<file path="src/first_fit_range_allocator_assert.svh">
// Assertion macros shared by the allocator RTL.
`ifndef FIRST_FIT_RANGE_ALLOCATOR_ASSERT_SVH
`define FIRST_FIT_RANGE_ALLOCATOR_ASSERT_SVH

// Checked property, switched off while reset is held
`define FFRA_ASSERT(lbl, prop, msg) \
  lbl: assert property (@(posedge clk_i) disable iff (!rst_ni) (prop)) else $error(msg);

// Condition that must never be seen outside reset
`define FFRA_NEVER(lbl, cond, msg) \
  `FFRA_ASSERT(lbl, !(cond), msg)

`endif

</file>
<file path="src/ffra_ram.sv">
module ffra_ram #(
  parameter int unsigned Width = 64,
  parameter int unsigned Depth = 64
) (
  input  logic                     clk_i,
  input  logic                     we_i,
  input  logic [$clog2(Depth)-1:0] waddr_i,
  input  logic [Width-1:0]         wdata_i,
  input  logic [$clog2(Depth)-1:0] raddr_i,
  output logic [Width-1:0]         rdata_o
);

  logic [Width-1:0] mem_q [Depth];
  logic [Width-1:0] rdata_q;

  // one write port, one registered read port
  always_ff @(posedge clk_i) begin
    if (we_i) begin
      mem_q[waddr_i] <= wdata_i;
    end
    rdata_q <= mem_q[raddr_i];
  end

  assign rdata_o = rdata_q;

endmodule

</file>
<file path="config.mk">
export PLATFORM = sky130hd
export DESIGN_NAME = ffra_ram
export DESIGN_NICKNAME = d
export VERILOG_FILES = /design/src/first_fit_range_allocator_assert.svh /design/src/ffra_ram.sv
export SDC_FILE = /design/constraint.sdc
export NUM_CORES = 2
export LEC_CHECK = 0
export ABC_AREA = 0
export BUFFER_PORTS_ARGS = -buffer_cell sky130_fd_sc_hd__buf_2
export CAP_MARGIN = 25
export CORE_MARGIN = 3
export CORE_UTILIZATION = 42
export CTS_BUF_LIST = sky130_fd_sc_hd__clkbuf_2 sky130_fd_sc_hd__clkbuf_4 sky130_fd_sc_hd__clkbuf_8
export DETAILED_ROUTE_END_ITERATION = 10
export PLACE_DENSITY = 0.65
export SYNTH_ARGS = -nofsm -noshare
export SYNTH_HDL_FRONTEND = slang
export SYNTH_SLANG_ARGS = --single-unit
export TNS_END_PERCENT = 10
</file>
<file path="constraint.sdc">
create_clock -name clk_i -period 7.7 [get_ports clk_i]
set_input_delay 0.77 -clock clk_i [delete_from_list [all_inputs] [get_ports clk_i]]
set_output_delay 0.77 -clock clk_i [all_outputs]
set_load 0.03 [all_outputs]
</file>
==> impl_metrics.csv <==
group,metric,value,unit
sta,finalClockSkew,0.05097,ns
global_routing,grt_pass1_vias,77590,
sta,worst_slew_pin_slew,1.220,ns
final_layout,layout-drive-gt1-share,32.37,%
floorplan,rows,223,
synth,synth_ff_type,"edfxtp_1",
drt,drt_iter0_markers,10740,
drt,ant_nets,0,
synth,synth_cell_type_count,33,
hold_path,worstHoldPathType,"input pin to flop",
synth,seq_area_frac_synth,79.49,%
floorplan,die_area,379600,um2
worst_setup_path,crit_end,"rdata_o[3]",
sta,hold_viol_final,0,
worst_setup_path,startpoint,"raddr_i[2]",
sta,slew_viol_final,0,
worst_setup_path,cpMostUsedCell,"buf_4",
final_layout,stdcell_count,12770,
power,peakVddDrop,0.1695,mV
synth,netlist_area,156300,um2
placement,dp_hpwl,221300,um
placement,dpl_cell_area,164100,um2
placement,place_inst,11520,
final_layout,final_util,48.10,%
worst_setup_path,max_stage_delay,0.75,ns
worst_setup_path,crit_fanout,83,
drt,wl_per_cell,33.91,um
clock_tree,cts_made_buffers,635,
synth,synth_top_area_share,78.67,%
synth,synthTopCellsByCount,"edfxtp_1 (4096), mux4_2 (1024), buf_2 (170)",
final_layout,num-nets-final,7343,
worst_setup_path,crit_family,"buffers and inverters",
final_layout,area_delta_synth_final,13.73,%
worst_setup_path,crit_buf_inv,3,
synth,synth_area_leaders,"edfxtp_1 (79%), mux4_2 (15%), mux2i_1 (0.86%)",
worst_setup_path,path_depth,7,
worst_setup_path,worst_ep_required_time,8.75,ns
clock_tree,ctsHoldBuffers,0,
global_routing,grt_use_total,22.53,%
worst_setup_path,timing.rr.end,"rdata_o[44]",
power,cellPowerDensity,256.4,nW/um2
synth,yosysTopAreaCell,"edfxtp_1",
sta,setup_viol,0,
worst_setup_path,path_cells,"buf_8 > buf_4 > buf_4 > mux4_2 > or3_1 > a41oi_1 > a211oi_1",
final_layout,design_area,177800,um2
floorplan,start_util,42.29,%
drt,finalWirelength,433100,um
clock_tree,cts_buffer_depth,4,
clock_tree,cts_tree,"yes",
synth,synthCells,6598,
drt,drc,0,
drt,viasPerCell,6.041,
drt,drt-pass1-iter-count,6,
synth,synth_mux_area_share,15.61,%
worst_setup_path,crit_type,"input pin to flop",
floorplan,pin_count,142,
global_routing,grt_max_degree,101,
synth,synth_xor_area_share,0,%
worst_setup_path,reg2reg_slack,5.58,ns
worst_setup_path,critical_path_arrival,4.14,ns
worst_setup_path,worstReg2RegStart,"mem_q[8][44]",
power,power,45590,uW
sta,rsz0062_at_grt,"no",
synth,yosysMostFrequentCell,"edfxtp_1",
outcome,status,"finished, final reports clean",
power,power_leakage,0.05548,uW
synth,ys_ff_latch,4160,
worst_setup_path,reg2reg_depth,5,
synth,synthSimpleGateAreaFrac,1.240,%
synth,yosysWarnings,0,
clock_tree,clk_pin_slew,0.06,ns
synth,syn_nets,6676,
sta,max_freq,324.1,MHz
floorplan,die_h,616.1,um
flow_run,maxCapViolCount,0,
synth,synth_async_sr_flop_share,0,%
global_routing,grt.overflow.total,0,
sta,tns,0,ns
global_routing,grt_antenna_before_repair,45,
worst_setup_path,critPathSlowestCell,"buf_4",
synth,synth_top_family_by_area,"multiplexers",
clock_tree,clk_latency,1.20,ns
synth,syn_avg_cell_area,23.70,um2
global_routing,grt_pass1_wl,604300,um
floorplan,core,369700,um2
worst_setup_path,crit_path_start_kind,"input pin",
synth,synth-compound-area-share,2.477,%
floorplan,die_w,616.1,um
clock_tree,htreeDepth,6,
worst_setup_path,end_kind,"flop",
sta,relSlewSlack,18.65,%
placement,port_buffers,141,
synth,synth_edf_count,4096,
placement,gp_congestion,0.7797,
synth,synthAdderAreaFrac,0,%
drt,num_vias,77140,
sta,finalCriticalPeriod,3.085,ns
sta,fin_crit_sh,40.07,%
clock_tree,postCtsSetupRepairBufs,0,
clock_tree,root_buffer,"clkbuf_8",
clock_tree,clkSinkCount,4160,
clock_tree,cts_resized,0,
-- through the flow --
stage               hold WS (ns)  setup WS, ns
detailed placement        0.8130         3.462
global route           -0.005561         4.612
floorplan                 0.7878         1.494
CTS                       0.1669         4.531
global placement          0.8148         3.511
finish                   0.07487         4.615
-- cell families after synthesis --
kind of cell,count (synthesis)
buf+inv,389
compound gates,504
flops,4160
simple gates,386
mux,1159
-- placed cells by master, fill, tap and decap left out, types with 83 or more instances in the layout --
master,synthesis,final
a22o_1,88,88
buf_2,170,138
edfxtp_1,4096,4096
clkbuf_4,0,208
mux2i_1,135,135
clkbuf_8,0,656
buf_4,34,151
mux4_2,1024,1024
a22oi_1,168,168
clkinv_1,0,146
o22ai_1,83,83
-- state kept, by name (all words and copies together) (netlist names) --
name,count
mem_q,4096
rdata_o,64
-- routing by layer --
layer  part of all wire (%)  GRT usage (%)
met4                    3.4          7.709
met1                     38          30.63
met3                     10          4.961
met5                  0.011              0
met2                     49          36.18
-- how the worst min path moves through the flow --
| stage | from | depth (start not counted) | to |
|---|---|---|---|
| 4_1_cts | wdata_i[10] | 1 | mem_q[62][10] |
| 5_1_grt | wdata_i[17] | 2 | mem_q[14][17] |
| 3_5_place_dp | mem_q[23][61] | 4 | rdata_o[61] |
| 3_3_place_gp | mem_q[55][16] | 4 | rdata_o[16] |
| 2_1_floorplan | mem_q[30][61] | 4 | rdata_o[61] |
| 6_report | wdata_i[17] | 2 | mem_q[8][17] |
-- layout make-up --
cell class	instances	area (um2)
clock buffer	864	10590
tap	4950	6193
fill	29420	191900
sequential	4160	124300
inverter	19	71.32
multi-input combinational	2049	30780
clock inverter	297	2021
timing repair buffer	400	3804
antenna	31	77.57
-- power by group --
part	switching (uW)	internal (uW)	total, uW
Sequential	141	25100	25200
Combinational	1400	817	2220
Clock	8630	9520	18200
Total	10200	35400	45600
-- worst register-to-register path: cells and delay by family, from the launching register on --
kind            cells  cell delay (ns)
compound gates      2             0.80
mux                 1             0.45
simple gates        2             0.38
flops               1             0.35
Power figures use the tool's default switching activity.
