--- config.mk ---
export PLATFORM = sky130hd
export DESIGN_NAME = ffra_div5
export DESIGN_NICKNAME = d
export VERILOG_FILES = /design/src/first_fit_range_allocator_assert.svh /design/src/ffra_pkg.sv /design/src/ffra_div5.sv
export SDC_FILE = /design/constraint.sdc
export NUM_CORES = 1
export LEC_CHECK = 0
export ABC_CLOCK_PERIOD_IN_PS = 800
export BUFFER_PORTS_ARGS = -buffer_cell sky130_fd_sc_hd__buf_2
export CORE_MARGIN = 8
export CORE_UTILIZATION = 60
export CTS_CLUSTER_SIZE = 25
export DETAILED_ROUTE_END_ITERATION = 8
export PLACE_DENSITY = 0.87
export SYNTH_ARGS = -nofsm -noshare
export SYNTH_HDL_FRONTEND = slang
export SYNTH_SLANG_ARGS = --single-unit
--- constraint.sdc ---
create_clock -name clk_i -period 0.8 [get_ports clk_i]
set_input_delay 0.08 -clock clk_i [delete_from_list [all_inputs] [get_ports clk_i]]
set_output_delay 0.08 -clock clk_i [all_outputs]
set_load 0.005 [all_outputs]
--- src/first_fit_range_allocator_assert.svh ---
// Assertion macros shared by the allocator RTL.
`ifndef FIRST_FIT_RANGE_ALLOCATOR_ASSERT_SVH
`define FIRST_FIT_RANGE_ALLOCATOR_ASSERT_SVH

// Checked property, switched off while reset is held
`define FFRA_ASSERT(lbl, prop, msg) \
  lbl: assert property (@(posedge clk_i) disable iff (!rst_ni) (prop)) else $error(msg);

// Condition that must never be seen outside reset
`define FFRA_NEVER(lbl, cond, msg) \
  `FFRA_ASSERT(lbl, !(cond), msg)

`endif

--- src/ffra_pkg.sv ---
package ffra_pkg;

  localparam int unsigned TableDepth = 64;
  localparam int unsigned IdxW       = $clog2(TableDepth);
  localparam int unsigned CntW       = $clog2(TableDepth + 1);
  localparam int unsigned EntryW     = 64;

  // capacity growth: 6/5 of the end, taken as end + end/5;
  // end/5 is (end * ceil(2^34/5)) >> 34, exact for any 32-bit end
  localparam logic [31:0] Div5Recip  = 32'hCCCC_CCCD;

  localparam logic CmdAlloc = 1'b0;
  localparam logic CmdFree  = 1'b1;

  typedef enum logic [2:0] {
    StOk      = 3'd0,
    StZero    = 3'd1,
    StAlready = 3'd2,
    StUnknown = 3'd3,
    StFull    = 3'd4
  } status_e;

  typedef struct packed {
    logic        start;
    logic [31:0] dividend;
  } div_req_t;

  typedef struct packed {
    logic        done;
    logic [31:0] quotient;
  } div_rsp_t;

  function automatic logic [EntryW-1:0] pack_entry(logic [31:0] off, logic [31:0] sz);
    return {off, sz};
  endfunction

endpackage

--- src/ffra_div5.sv ---
module ffra_div5 (
  input  logic                clk_i,
  input  logic                rst_ni,
  input  ffra_pkg::div_req_t  req_i,
  output ffra_pkg::div_rsp_t  rsp_o
);
  import ffra_pkg::*;

  logic [63:0] prod;
  logic [31:0] quo_q, quo_d;
  logic        done_q, done_d;

  // divide by five as a reciprocal multiply, result in the cycle after start
  always_comb begin
    prod   = {32'd0, req_i.dividend} * {32'd0, Div5Recip};
    quo_d  = quo_q;
    done_d = req_i.start;
    if (req_i.start) begin
      quo_d = {2'b00, prod[63:34]};
    end
  end

  always_ff @(posedge clk_i or negedge rst_ni) begin
    if (!rst_ni) begin
      done_q <= 1'b0;
    end else begin
      done_q <= done_d;
    end
  end

  always_ff @(posedge clk_i) begin
    quo_q <= quo_d;
  end

  assign rsp_o.done     = done_q;
  assign rsp_o.quotient = quo_q;

endmodule

==> qor.yml <==
dr_total_vias: 15600
synth_most_common_cell: "inv_1"
num_io_pins: 68
synth_edf_count: 30
antenna_found_initial: 2
avgRoutedWirePerCell_um: 24.7
synth_area_sq_um: 18000
die_width_um: 189
synthTopCellsByCount: "inv_1 (542), fa_1 (386), ha_1 (346)"
hold_viol_final: 0
crit_fanout: 4
period_needed_ns: 6.69
maxSlewViolCount: 0
wl_um: 66200
track_usage: 0.347
core_region_area_sq_um: 29600
post-route-drc-count: 0
num_rows: 63
worstPathRequired_ns: 0.91
hold_slack_ns: 0.122
grt_pass1_vias: 17300
rsz0062_at_grt: "true"
nets: 3053
ys_seq_elements: 31
yosysTopAreaCell: "fa_1"
final_cell_area_sq_um: 24200
grt_max_degree: 32
floorplan.initialDensity: 0.609
crit_type: "in -> reg"
gp_congestion: 1.04
grt.overflow.total: 0
violations: "negative setup slack"
diodes: 0
drtAntennaViolNets: 0
end_kind: "register"
ctsRootBufferMaster: "clkbuf_16"
avgSynthCellArea_sq_um: 10.1
yosys_most_used_dff: "edfxtp_1"
clock_sinks: 31
final_layout_size_suffix_gt1_frac: 0.337
hp-class: "in -> async"
yosysSeqAreaShare: 0.0515
start_kind: "input pin"
grt_pass1_wl_um: 93900
io_buffers: 65
yosys_warnings: 0
fp.dieH_um: 189
synth_area_leaders: "fa_1 (43%), ha_1 (24%), inv_1 (11%)"
drt_iter0_drc: 1255
netlist.area_leader.share: 0.430
fin_ws_ns: -5.89
clockBufferDepth: 2
period_share: 8.36
netlist_instances: 1788
dp_hpwl_um: 52200
critPathArrivalTime_ns: 6.80
cap_violations: 0
cts_tree: "yes"
relSlewSlack: 0.578
die_area_sq_um: 35800
postSynth.asyncResetShare: 0.0323
placed_area_sq_um: 22200
cts_made_buffers: 5
tightest_slew_ns: 0.628
drtPass1Iterations: 7
fmax_mhz: 149
run_status: "finished with violations"
setup_viol: 61
area_delta_synth_final_pct: 34.4
htreeDepth: 2
clk_pin_slew_worst_paths_ns: 0.05
viasPerCell: 5.84
ys_types: 60
[cells by family after synthesis]
kind of cell	synth area share
xor+xnor	0.0375
fa+ha+maj	0.670
mux	0.000556
buf+inv	0.119
compound gates	0.0726
other cells	0.000208
flops	0.0515
simple gates	0.0481
[worst max-delay path, stage by stage]
cell and delay, ns:
buf_6 0.12, ha_4 0.31, buf_6 0.13, clkinvlp_4 0.14
fa_1 0.51, fa_1 0.70, fa_1 0.51, inv_1 0.25
fa_1 0.55, fa_1 0.49, fa_1 0.55, ha_4 0.22
ha_4 0.33, and3_4 0.21, nand2_2 0.07, or4_4 0.56
o32ai_4 0.26, nor2_4 0.09, a21oi_4 0.25, buf_6 0.14
a41oi_2 0.08, a21oi_1 0.22
[stage by stage]
| stage | setup WS (ns) | utilization | TNS [ns] | std cells |
|---|---|---|---|---|
| 6_report | -5.89 | 0.818 | -167.29 | 2677 |
| 3_3_place_gp | -5.58 | 0.751 | -162.55 | 2618 |
| 4_1_cts | -5.25 | 0.792 | -154.12 | 2654 |
| 3_5_place_dp | -5.70 | 0.751 | -164.99 | 2618 |
| 5_1_grt | -5.95 | 0.818 | -170.25 | 2677 |
| 2_1_floorplan | -5.10 | - | -145.17 | 1789 |
[cell type report]
cell class | instances | area, sq um
Clock buffer | 8 | 156
Inverter | 542 | 2050
Multi-Input combinational cell | 1192 | 16500
Fill cell | 1611 | 5380
Timing Repair Buffer | 514 | 4020
Tap cell | 390 | 488
Sequential cell | 31 | 926
[path summary, 6_finish.rpt]
path	start	to	slack, ns	depth (start not counted)
hold / removal	rst_ni	done_q$_DFF_PN0_	0.12	2
min in group clk_i	req_i[32]	done_q$_DFF_PN0_	0.16	2
max in group asynchronous	rst_ni	done_q$_DFF_PN0_	0.60	2
setup / recovery	req_i[11]	quo_q[28]$_DFFE_PP_	-5.89	22
[state kept, by name, summed over array words and instances (netlist names)]
register	flops
done_q	1
quo_q	30
[what timing repair did]
| action | in CTS | in global routing |
|---|---|---|
| cloned | 0 | 0 |
| pin swaps | 110 | 89 |
| setup buffers | 27 | 26 |
| gates resized for setup | 176 | 124 |
| setup endpoints to repair | 61 | 61 |
| hold buffers | 1 | 0 |
| hold endpoints to repair | 1 | 0 |
[per-layer routing]
| layer | GRT usage | vias up | part of all wire |
|---|---|---|---|
| li1 | - | 6542 | - |
| met1 | 0.385 | 7708 | 0.33 |
| met2 | 0.608 | 946 | 0.48 |
| met3 | 0.0392 | 430 | 0.077 |
| met4 | 0.259 | 6 | 0.11 |
| met5 | 0 | - | 0.00062 |
[cell usage in the layout, fill, tap and decap left out, types with 7 or more instances in the layout]
master      n
inv_1     506
buf_4     421
fa_1      358
ha_1      274
ha_4       63
nand2_1    59
a21oi_1    44
buf_2      43
buf_6      35
xor2_1     32
a21o_1     31
inv_2      30
edfxtp_1   30
fa_2       28
xnor2_1    27
o21ai_0    20
a21oi_2    19
nor2_1     19
nand4_1    16
nand3_1    13
and2_1     10
o21bai_1   10
nor3_1      9
ha_2        9
xor2_2      8
buf_12      8
o21ai_1     7
a31oi_1     7
o21ai_2     7
Power is not shown: default switching activity piles up to over one toggle a cycle in this logic, so the estimate is an artifact.
